[config.mk]
export PLATFORM = sky130hd
export DESIGN_NAME = auto_contrast_grey_mapper
export DESIGN_NICKNAME = d
export VERILOG_FILES = /design/src/acg_pkg.sv /design/src/acg_front.sv /design/src/acg_queue.sv /design/src/acg_back.sv /design/src/auto_contrast_grey_mapper.sv
export VERILOG_INCLUDE_DIRS = /design/src /design/src/src
export SDC_FILE = /design/constraint.sdc
export NUM_CORES = 1
export LEC_CHECK = 0
export BUFFER_PORTS_ARGS = -buffer_cell sky130_fd_sc_hd__buf_4
export CORE_MARGIN = 2
export CORE_UTILIZATION = 40
export CTS_CLUSTER_DIAMETER = 80
export DETAILED_ROUTE_END_ITERATION = 10
export GPL_TIMING_DRIVEN = 0
export PLACE_DENSITY = 0.67
export SETUP_SLACK_MARGIN = 0.15
export SYNTH_ARGS = -nofsm -noshare
export SYNTH_HDL_FRONTEND = slang
export SYNTH_SLANG_ARGS = --single-unit
export TNS_END_PERCENT = 50
[constraint.sdc]
create_clock -name clk -period 3.1 [get_ports clk]
set_input_delay 0 -clock clk [delete_from_list [all_inputs] [get_ports clk]]
set_output_delay 0 -clock clk [all_outputs]
set_load 0.05 [all_outputs]
[src/auto_contrast_grey_mapper_macros.svh]
// ----------------------------------------------------------------------------
// Assertion macros for the auto contrast grey mapper
// Shared property wrappers, clocked on clk and disabled in rst.
// ----------------------------------------------------------------------------
`ifndef AUTO_CONTRAST_GREY_MAPPER_MACROS_SVH
`define AUTO_CONTRAST_GREY_MAPPER_MACROS_SVH

`ifndef NO_ASSERTIONS

// expression holds at every edge out of reset
`define ACG_ASSERT_ALWAYS(label, expr, msg) \
  label: assert property (@(posedge clk) disable iff (rst) (expr)) else $error(msg);

// antecedent in one cycle implies consequent in the next
`define ACG_ASSERT_NEXT(label, ante, cons, msg) \
  label: assert property (@(posedge clk) disable iff (rst) (ante) |=> (cons)) else $error(msg);

`else

`define ACG_ASSERT_ALWAYS(label, expr, msg)
`define ACG_ASSERT_NEXT(label, ante, cons, msg)

`endif

`endif

[src/acg_pkg.sv]
// ----------------------------------------------------------------------------
// acg_pkg
// Types, codes and the gain table of the auto contrast grey mapper.
// ----------------------------------------------------------------------------
package acg_pkg;

  typedef enum logic {
    OP_MEASURE = 1'b0,
    OP_MAP     = 1'b1
  } op_t;

  typedef struct packed {
    op_t        op;
    logic [7:0] pixel;
    logic       frame_start;
  } acg_item_t;

  typedef struct packed {
    logic       auto_contrast;
    logic [7:0] manual_offset;
    logic [7:0] manual_gain;
  } acg_cfg_t;

  // 255 / span, rounded down; a flat frame (span of zero) maps with gain 1
  function automatic logic [7:0] gain_lookup(input logic [7:0] span);
    logic [7:0] g;
    case (span) inside
      8'd0:           g = 8'd1;
      8'd1:           g = 8'd255;
      8'd2:           g = 8'd127;
      8'd3:           g = 8'd85;
      8'd4:           g = 8'd63;
      8'd5:           g = 8'd51;
      8'd6:           g = 8'd42;
      8'd7:           g = 8'd36;
      8'd8:           g = 8'd31;
      8'd9:           g = 8'd28;
      8'd10:          g = 8'd25;
      8'd11:          g = 8'd23;
      8'd12:          g = 8'd21;
      8'd13:          g = 8'd19;
      8'd14:          g = 8'd18;
      8'd15:          g = 8'd17;
      [8'd16:8'd17]:  g = 8'd15;
      8'd18:          g = 8'd14;
      8'd19:          g = 8'd13;
      [8'd20:8'd21]:  g = 8'd12;
      [8'd22:8'd23]:  g = 8'd11;
      [8'd24:8'd25]:  g = 8'd10;
      [8'd26:8'd28]:  g = 8'd9;
      [8'd29:8'd31]:  g = 8'd8;
      [8'd32:8'd36]:  g = 8'd7;
      [8'd37:8'd42]:  g = 8'd6;
      [8'd43:8'd51]:  g = 8'd5;
      [8'd52:8'd63]:  g = 8'd4;
      [8'd64:8'd85]:  g = 8'd3;
      [8'd86:8'd127]: g = 8'd2;
      default:        g = 8'd1;
    endcase
    return g;
  endfunction

endpackage

[src/acg_front.sv]
// ----------------------------------------------------------------------------
// acg_front
// Input register: takes beats from the stream, decodes the opcode and
// hands classified items to the queue.
// ----------------------------------------------------------------------------
module acg_front (
  input  logic                clk,
  input  logic                rst,
  input  logic                in_valid,
  output logic                in_ready,
  input  logic                in_opcode,
  input  logic [7:0]          in_pixel,
  input  logic                in_frame_start,
  output logic                push_valid,
  input  logic                push_ready,
  output acg_pkg::acg_item_t  push_item
);
  import acg_pkg::*;

  logic      held;
  acg_item_t item;
  acg_item_t item_next;

  assign in_ready   = !held || push_ready;
  assign push_valid = held;
  assign push_item  = item;

  always_comb begin
    item_next.op          = in_opcode ? OP_MAP : OP_MEASURE;
    item_next.pixel       = in_pixel;
    // frame start only means something on a measure beat
    item_next.frame_start = in_frame_start && !in_opcode;
  end

  always_ff @(posedge clk) begin
    if (rst) begin
      held <= 1'b0;
    end else if (in_ready) begin
      held <= in_valid;
    end
  end

  always_ff @(posedge clk) begin
    if (in_valid && in_ready) begin
      item <= item_next;
    end
  end

endmodule

[src/acg_queue.sv]
// ----------------------------------------------------------------------------
// acg_queue
// Short FIFO of classified items between the front and the back.
// ----------------------------------------------------------------------------
module acg_queue #(
  parameter int DEPTH = 4
) (
  input  logic                clk,
  input  logic                rst,
  input  logic                in_valid,
  output logic                in_ready,
  input  acg_pkg::acg_item_t  in_item,
  output logic                out_valid,
  input  logic                out_ready,
  output acg_pkg::acg_item_t  out_item
);
  import acg_pkg::*;

  localparam int AW = (DEPTH > 1) ? $clog2(DEPTH) : 1;
  localparam int CW = $clog2(DEPTH + 1);

  acg_item_t       slots [DEPTH];
  logic [AW-1:0]   wr_ptr;
  logic [AW-1:0]   rd_ptr;
  logic [CW-1:0]   count;
  logic            push;
  logic            pop;

  assign in_ready  = (count != CW'(DEPTH));
  assign out_valid = (count != '0);
  assign out_item  = slots[rd_ptr];
  assign push      = in_valid && in_ready;
  assign pop       = out_valid && out_ready;

  always_ff @(posedge clk) begin
    if (rst) begin
      wr_ptr <= '0;
      rd_ptr <= '0;
      count  <= '0;
    end else begin
      if (push) begin
        wr_ptr <= (wr_ptr == AW'(DEPTH - 1)) ? '0 : wr_ptr + 1'b1;
      end
      if (pop) begin
        rd_ptr <= (rd_ptr == AW'(DEPTH - 1)) ? '0 : rd_ptr + 1'b1;
      end
      if (push && !pop) begin
        count <= count + 1'b1;
      end else if (pop && !push) begin
        count <= count - 1'b1;
      end
    end
  end

  always_ff @(posedge clk) begin
    if (push) begin
      slots[wr_ptr] <= in_item;
    end
  end

endmodule

[src/acg_back.sv]
// ----------------------------------------------------------------------------
// acg_back
// Executes queued items: measure beats update the frame extremes, map beats
// run offset, gain lookup and multiply into the output register.
// ----------------------------------------------------------------------------
`include "auto_contrast_grey_mapper_macros.svh"

module acg_back (
  input  logic                clk,
  input  logic                rst,
  input  acg_pkg::acg_cfg_t   cfg,
  input  logic                q_valid,
  output logic                q_ready,
  input  acg_pkg::acg_item_t  q_item,
  output logic                out_valid,
  input  logic                out_ready,
  output logic [7:0]          out_grey
);
  import acg_pkg::*;

  logic [7:0]  lowest_level;
  logic [7:0]  highest_level;
  logic        a_valid;
  logic [7:0]  a_sum;
  logic [7:0]  a_gain;
  logic        o_valid;
  logic [7:0]  o_data;

  logic        out_can;
  logic        a_free;
  logic        pop;
  logic        pop_map;
  logic        pop_meas;
  logic [8:0]  off_wide;
  logic [7:0]  offset;
  logic [7:0]  span;
  logic [7:0]  gain;
  logic [8:0]  sum_wide;
  logic [15:0] product;

  assign out_can  = !o_valid || out_ready;
  assign a_free   = !a_valid || out_can;
  // measure beats never wait on the map pipeline
  assign q_ready  = (q_item.op == OP_MEASURE) || a_free;
  assign pop      = q_valid && q_ready;
  assign pop_map  = pop && (q_item.op == OP_MAP);
  assign pop_meas = pop && (q_item.op == OP_MEASURE);

  always_comb begin
    off_wide = 9'd256 - {1'b0, lowest_level};
    span     = (highest_level >= lowest_level) ? highest_level - lowest_level : 8'd0;
    if (cfg.auto_contrast) begin
      offset = off_wide[7:0];
      gain   = gain_lookup(span);
    end else begin
      offset = cfg.manual_offset;
      gain   = cfg.manual_gain;
    end
    sum_wide = {1'b0, q_item.pixel} + {1'b0, offset};
    product  = {8'd0, a_sum} * {8'd0, a_gain};
  end

  always_ff @(posedge clk) begin
    if (rst) begin
      lowest_level  <= 8'd0;
      highest_level <= 8'd0;
      a_valid       <= 1'b0;
      o_valid       <= 1'b0;
    end else begin
      if (pop_meas) begin
        if (q_item.frame_start) begin
          lowest_level  <= q_item.pixel;
          highest_level <= q_item.pixel;
        end else begin
          if (q_item.pixel > highest_level) highest_level <= q_item.pixel;
          if (q_item.pixel < lowest_level)  lowest_level  <= q_item.pixel;
        end
      end
      if (a_free) begin
        a_valid <= pop_map;
      end
      if (out_can) begin
        o_valid <= a_valid;
      end
    end
  end

  always_ff @(posedge clk) begin
    if (pop_map) begin
      a_sum  <= sum_wide[7:0];
      a_gain <= gain;
    end
    if (a_valid && out_can) begin
      o_data <= product[7:0];
    end
  end

  assign out_valid = o_valid;
  assign out_grey  = o_data;

  `ACG_ASSERT_ALWAYS(a_extremes_ordered, lowest_level <= highest_level, "extremes out of order")
  `ACG_ASSERT_NEXT(a_frame_restart, pop_meas && q_item.frame_start, lowest_level == highest_level, "frame start did not restart extremes")
  `ACG_ASSERT_NEXT(a_measure_no_result, pop_meas && !a_valid, !a_valid, "measure beat entered the map pipeline")

endmodule

[src/auto_contrast_grey_mapper.sv]
// ----------------------------------------------------------------------------
// auto_contrast_grey_mapper
// Min/max contrast stretch of 8-bit grey pixels with an APB register port.
// ----------------------------------------------------------------------------
// Each frame is streamed twice: measure beats (tuser[0] = 0) track the
// lowest and highest level, restarting on tuser[1]; map beats (tuser[0] = 1)
// return one byte, ((pixel + offset) * gain) mod 256. Offset and gain come
// from the registers, or with auto contrast on from the extremes as they
// stand when the map beat is executed, the gain read from a 256-entry table
// of 255 / span. Both kinds of beat sustain one per clock while the output
// is not stalled; a map beat's result passes the input register, the queue,
// the offset/gain stage and the multiply into the output register. The
// QUEUE_DEPTH-entry queue between front and back absorbs output stalls.
// Write registers only while no beat is in flight.
module auto_contrast_grey_mapper #(
  parameter int QUEUE_DEPTH = 4
) (
  input  logic        clk,
  input  logic        rst,
  // stream in
  input  logic        s_tvalid,
  output logic        s_tready,
  input  logic [7:0]  s_tdata,   // [7:0] pixel
  input  logic [1:0]  s_tuser,   // [0] opcode, [1] frame_start
  // stream out
  output logic        m_tvalid,
  input  logic        m_tready,
  output logic [7:0]  m_tdata,   // [7:0] grey_out
  // register port
  input  logic        psel,
  input  logic        penable,
  input  logic        pwrite,
  input  logic [3:0]  paddr,
  input  logic [31:0] pwdata,
  output logic [31:0] prdata,
  output logic        pready
);
  import acg_pkg::*;

  localparam logic [1:0] REG_AUTO_CONTRAST = 2'd0;
  localparam logic [1:0] REG_MANUAL_OFFSET = 2'd1;
  localparam logic [1:0] REG_MANUAL_GAIN   = 2'd2;

  acg_cfg_t   cfg;
  logic       wr_en;
  logic       push_valid;
  logic       push_ready;
  acg_item_t  push_item;
  logic       pop_valid;
  logic       pop_ready;
  acg_item_t  pop_item;

  assign pready = 1'b1;
  assign wr_en  = psel && penable && pwrite && pready;

  always_ff @(posedge clk) begin
    if (rst) begin
      cfg.auto_contrast <= 1'b0;
      cfg.manual_offset <= 8'd0;
      cfg.manual_gain   <= 8'd1;
    end else if (wr_en) begin
      case (paddr[3:2])
        REG_AUTO_CONTRAST: cfg.auto_contrast <= pwdata[0];
        REG_MANUAL_OFFSET: cfg.manual_offset <= pwdata[7:0];
        REG_MANUAL_GAIN:   cfg.manual_gain   <= pwdata[7:0];
        default: ;
      endcase
    end
  end

  always_comb begin
    case (paddr[3:2])
      REG_AUTO_CONTRAST: prdata = {31'd0, cfg.auto_contrast};
      REG_MANUAL_OFFSET: prdata = {24'd0, cfg.manual_offset};
      REG_MANUAL_GAIN:   prdata = {24'd0, cfg.manual_gain};
      default:           prdata = 32'd0;
    endcase
  end

  acg_front u_front (
    .clk            (clk),
    .rst            (rst),
    .in_valid       (s_tvalid),
    .in_ready       (s_tready),
    .in_opcode      (s_tuser[0]),
    .in_pixel       (s_tdata),
    .in_frame_start (s_tuser[1]),
    .push_valid     (push_valid),
    .push_ready     (push_ready),
    .push_item      (push_item)
  );

  acg_queue #(
    .DEPTH (QUEUE_DEPTH)
  ) u_queue (
    .clk       (clk),
    .rst       (rst),
    .in_valid  (push_valid),
    .in_ready  (push_ready),
    .in_item   (push_item),
    .out_valid (pop_valid),
    .out_ready (pop_ready),
    .out_item  (pop_item)
  );

  acg_back u_back (
    .clk       (clk),
    .rst       (rst),
    .cfg       (cfg),
    .q_valid   (pop_valid),
    .q_ready   (pop_ready),
    .q_item    (pop_item),
    .out_valid (m_tvalid),
    .out_ready (m_tready),
    .out_grey  (m_tdata)
  );

endmodule
[After elaboration in Yosys (flattened, before gate mapping)]
Memories as Yosys holds them, arrays and structs flattened. A register that Yosys moved wholly into a read port is not among the register bits.
Index checks and enable logic that the tools add are counted.
Word-level totals
  word-level logic and storage cells: 167
  bits in registers: 77
  output and inout bits: 43
  bits of input ports: 53
  memories: 1
  memory bits (writable): 40
Operators by class
  magnitude comparators: 27
  bitwise gates (word level): 1
  multiplexer cells: 47
  reduce and logical (&&, ||, !) cells: 44
  equal/unequal tests: 22
  add/subtract/negate cells: 7
  multipliers: 1
Memory list
  u_queue.slots: words 4, bits a word 10, read ports 1, clocked after memory_dff 1, write ports 1, line acg_queue.sv:22  | acg_item_t slots [DEPTH];
Operators by type and width (count)
  two-way mux 8 bit: 36
  == test 8 x 4 -> 1 bit (second input constant): 8
  greater-or-equal comparator 8 x 5 -> 1 bit (second input constant): 6
  <= comparator 8 x 5 -> 1 bit (second input constant): 6
  == test 8 x 3 -> 1 bit (second input constant): 4
  greater-or-equal comparator 8 x 6 -> 1 bit (second input constant): 4
  <= comparator 8 x 6 -> 1 bit (second input constant): 4
  one-hot mux 8 bit (3 select lines): 1
  logical AND 1 bit: 23
  == test 8 x 2 -> 1 bit (second input constant): 2
  == test 8 x 5 -> 1 bit (second input constant): 2
  greater-or-equal comparator 8 x 7 -> 1 bit (second input constant): 2
  <= comparator 8 x 7 -> 1 bit (second input constant): 2
  two-way mux 2 bit: 5
  AND reduction 2 bit: 5
  adder 8 bit: 1
  == test 8 x 1 -> 1 bit (second input constant): 1
  greater-or-equal comparator 8 bit: 1
  > comparator 8 bit: 1
  logical NOT 8 bit: 1
  less-than comparator 8 bit: 1
  multiplier 8 x 8 -> 8 bit: 1
  subtractor 1 x 8 -> 8 bit (first input constant): 1
  subtractor 8 bit: 1
  14 further kinds: 30

[Logic depth before layout (Yosys ltp)]
  depth after elaboration: 35
  gate-level depth with buffers: 14
  mapped depth without buffers: 14

[Modules after synthesis]
From an unflattened synthesis, not the netlist that was laid out.
Unflattened totals
  cell total of the unflattened synthesis: 705
  area, all modules: 7561.0 µm²
Modules (own cells, without submodules)
  acg_back: area an instance 4232.8 µm², cells each 480, times used 1, seq. area each 1081.0 µm²
  acg_queue: area an instance 1919.3 µm², cells each 100, times used 1, seq. area each 1381.3 µm²
  auto_contrast_grey_mapper: area an instance 1047.3 µm², cells each 109, times used 1, seq. area each 340.3 µm²
  acg_front: area an instance 361.6 µm², cells each 16, times used 1, seq. area each 320.3 µm²

[Worst setup path after synthesis]
OpenSTA, ideal clock, no wires.
  path kind: flip-flop to flip-flop
  start: register u_back.a_sum[1]
  end: register u_back.o_data[7] (netlist: u_back.out_grey[7]) (data pin)
  buffers on the path: 0
  arrival: 3111 ps
  period minus slack after synthesis: 3371 ps
  stages on the path, launching flop included: 12
  setup time: 260 ps
  slack: -271 ps
  data required time: 2840 ps
  cell sequence: edfxtp_1 -> and2_1 -> fa_1 -> inv_1 -> fa_1 -> inv_1 -> fa_1 -> fa_1 -> ha_1 -> a21oi_1 -> xnor2_1 -> xnor2_1
On the way
  cells in the longest elaborated chain, start to end: 1
RTL lines
  start: declaration: line acg_back.sv:24  | logic [7:0] a_sum;
  start signal: assignment: line acg_back.sv:90  | a_sum <= sum_wide[7:0];
  multiplier 8 x 8 -> 8 bit: line acg_back.sv:60  | product = {8'd0, a_sum} * {8'd0, a_gain};
  via u_back.product[7]: line acg_back.sv:39  | logic [15:0] product;
  end signal: assignment: line acg_back.sv:94  | o_data <= product[7:0];
  end: declaration: line acg_back.sv:27  | logic [7:0] o_data;
The timed path passes the listed nets, and every way through them passes these cells.
A chain may end at the register's enable or synchronous reset.

[Worst setup path in the final report]
  start: register u_back.a_gain[2]
  end: register u_back.o_data[7] (netlist: u_back.out_grey[7]) (data pin)
On the way
  cells in the longest elaborated chain, start to end: 1
RTL lines
  start: declaration: line acg_back.sv:25  | logic [7:0] a_gain;
  start signal: assignment: line acg_back.sv:91  | a_gain <= gain;
  multiplier 8 x 8 -> 8 bit: line acg_back.sv:60
  via u_back.product[7]: line acg_back.sv:39
The timed path passes the listed nets, and every way through them passes these cells.

==> run metrics <==
status=finished, violations left; failing checks=negative setup slack; slowest stage cell, crit path=fa_2; largest net degree at the start of global routing=18; Port Buffers=43; # IOs=96; fin crit share=1.09; Starting Density=0.408; Mean Syn Cell Area=10.8 um2; clock sinks=119; maximum root-to-sink buffer count=2; worst-case hold slack=0.104 ns; Core Rows=49; worst slew pin tran=1.11 ns; HP Class=input pin to flop; r2r setup slk=-0.29 ns; Hold Fails Final Rpt=0; worst path arrival time=3.56 ns; first-pass GRT wire length=25.4 mm; Diodes inserted=0; Slew HR=0.255; fin worst setup slack=-0.293 ns; fraction of registers with async set/reset=0; Area Growth Syn to Fin=28.9%; top cells by count, synth=edfxtp_1 (74), nor2_1 (65), ha_1 (53), inv_1 (53), dfxtp_1 (45); die width=140 um; RR Startpoint=u_back.a_gain[2]; critical-path cell list=and2_4 -> fa_2 -> inv_2 -> fa_1 -> inv_2 -> fa_1 -> fa_2 -> ha_4 -> a21oi_2 -> xnor2_1 -> xnor2_1; fillers=1,548; FF-to-FF End=u_back.out_grey[7]; vias in the first global route=5,246; kind of critical path=flop to flop; GRT overflow=0; worst clock skew=0.0164 ns; post-route setup TNS=-0.575 ns; Final ANT Viol Nets=0; drt first-iter violations=296; crit-path max cell delay=0.56 ns; CP startpoint kind=flop; CTS H-tree lvls=4; Worst Path Max Fanout=6; sequential fraction of the synthesis area=0.425; prevailing post-synth register cell=edfxtp_1; Post-synth EDFFs=74; f_max=0.295 GHz; gp weighted congestion=0.867; Synth Register Bits=119; Finished Core Util=0.526; top cell type's share of synthesized area=0.302; # DRC=0; Levels on crit path=11; final wirelength=16.1 mm; Synth cell types=71; worst skew pair latency=0.42 ns; layout net count=938; total CTS buffers=17; antenna violations before repair=0; end of the critical path=u_back.out_grey[7]; Synth Cell Area=0.00736 mm2; Placeable Area=0.0180 mm2; Clock transition at path regs=0.06 ns; drt first pass iters=5; Final setup viols=3; Tmin final=3.39 ns; most frequent cell after synthesis=edfxtp_1; Syn Inst Count=679; WL/cell=15.2 um; RSZ-0062 raised after global routing=yes; Yosys top cell by area=edfxtp_1; Root Driver=clkbuf_16; start point of the critical path=u_back.a_gain[2]; CP top delay family=adder cells; vias per cell=5.07; TritonCTS clock tree=built; Post-Place Setup Slack=-0.356 ns; share of cells above drive strength 1=0.278; max cap viols=0; Slew Limit Fails=0; top post-synthesis cells by area=edfxtp_1 (30%), dfxtp_1 (12%), ha_1 (9.0%), mux2i_1 (4.9%), fa_1 (4.1%); vias=5,369; die height=140 um; CP Capture Type=flop; Register Area=0.00313 mm2; Worst Path Required=3.26 ns; Total GRT Usage=0.163; dpl hpwl=11.3 mm; Die Area=0.0195 mm2; FF-to-FF path depth=11; CP Buf/Inv Count=2; Multi-input gate area=0.00418 mm2; synth warn=0
worst min path at each step:
| stage | from | end | cells past startpoint |
|---|---|---|---|
| 6_report | penable | cfg[16] | 5 |
| 5_1_grt | penable | cfg[16] | 5 |
| 4_1_cts | penable | cfg[16] | 5 |
| 3_5_place_dp | s_tdata[4] | u_front.push_item[5] | 1 |
| 3_3_place_gp | s_tdata[4] | u_front.push_item[5] | 1 |
| 2_1_floorplan | s_tdata[0] | u_front.push_item[1] | 0 |
stage by stage:
| step | instances | instance area [um2] |
|---|---|---|
| CTS | 1043 | 9110 |
| floorplan | 702 | 7490 |
| global placement | 974 | 8100 |
| detailed placement | 974 | 8100 |
| finish | 1059 | 9480 |
| global route | 1059 | 9480 |
per-layer routing:
metal,share of wire,global-route usage
met5,0,0
met4,0.015,0.0537
met3,0.037,0.0344
met2,0.52,0.293
met1,0.42,0.194
state kept, by name, indices dropped and copies added (netlist names), named ones only:
register              cells
cfg                      17
u_back.a_gain             8
u_back.a_sum              8
u_back.a_valid            1
u_back.highest_level      8
u_back.lowest_level       8
u_back.out_grey           8
u_back.out_valid          1
u_front.push_item        10
u_front.push_valid        1
u_queue.count             3
u_queue.rd_ptr            2
u_queue.slots            40
u_queue.wr_ptr            2
repair_timing:
action,in CTS,in global routing
hold buffers,23,0
resized for setup,19,60
hold endpoints to repair,31,0
buffers inserted,14,16
setup endpoints to repair,29,28
pin swaps,8,20
cell type report:
| type | count | area share |
|---|---|---|
| Buffer | 45 | 0.0317 |
| Clock buffer | 18 | 0.0453 |
| Clock inverter | 14 | 0.0148 |
| Inverter | 53 | 0.0210 |
| Multi-Input combinational cell | 485 | 0.441 |
| Sequential cell | 119 | 0.330 |
| Tap cell | 229 | 0.0302 |
| Timing Repair Buffer | 96 | 0.0863 |
worst register-to-register path: cells and delay by family, from the launching register on:
kind / cells / cell delay [ns]
AOI/OAI and AO/OA: 1 / 0.14
xor gates and xnor gates: 2 / 0.23
adders and majority gates: 5 / 2.00
buffers and inverters: 2 / 0.14
DFF: 1 / 0.46
and+or+nand+nor: 1 / 0.18
cells in the final DEF, fill, tap and decap left out, types with 17 or more instances in the layout:
cell / synthesis / layout
a21oi_1: 31 / 23
ha_1: 53 / 45
and2_1: 29 / 24
conb_1: 2 / 25
dfxtp_1: 45 / 41
mux2i_1: 36 / 34
nand2_1: 29 / 27
nor2_1: 65 / 64
xnor2_1: 30 / 29
clkbuf_16: 0 / 17
edfxtp_1: 74 / 74
dlygate4sd3_1: 0 / 23
inv_1: 53 / 49
buf_4: 25 / 92
cells by family (layout without fill, tap and decap cells):
kind of cell	count (synthesis)	count (layout)	share of synthesized area
xor gates and xnor gates	38	38	0.0452
adders and majority gates	68	68	0.131
buffers and inverters	98	226	0.0643
DFF	119	119	0.425
and+or+nand+nor	184	184	0.129
other	2	25	0.00102
muxes	53	53	0.0903
AOI/OAI and AO/OA	117	117	0.114
Power is not shown: default switching activity piles up to over one toggle a cycle in this logic, so the estimate is an artifact.
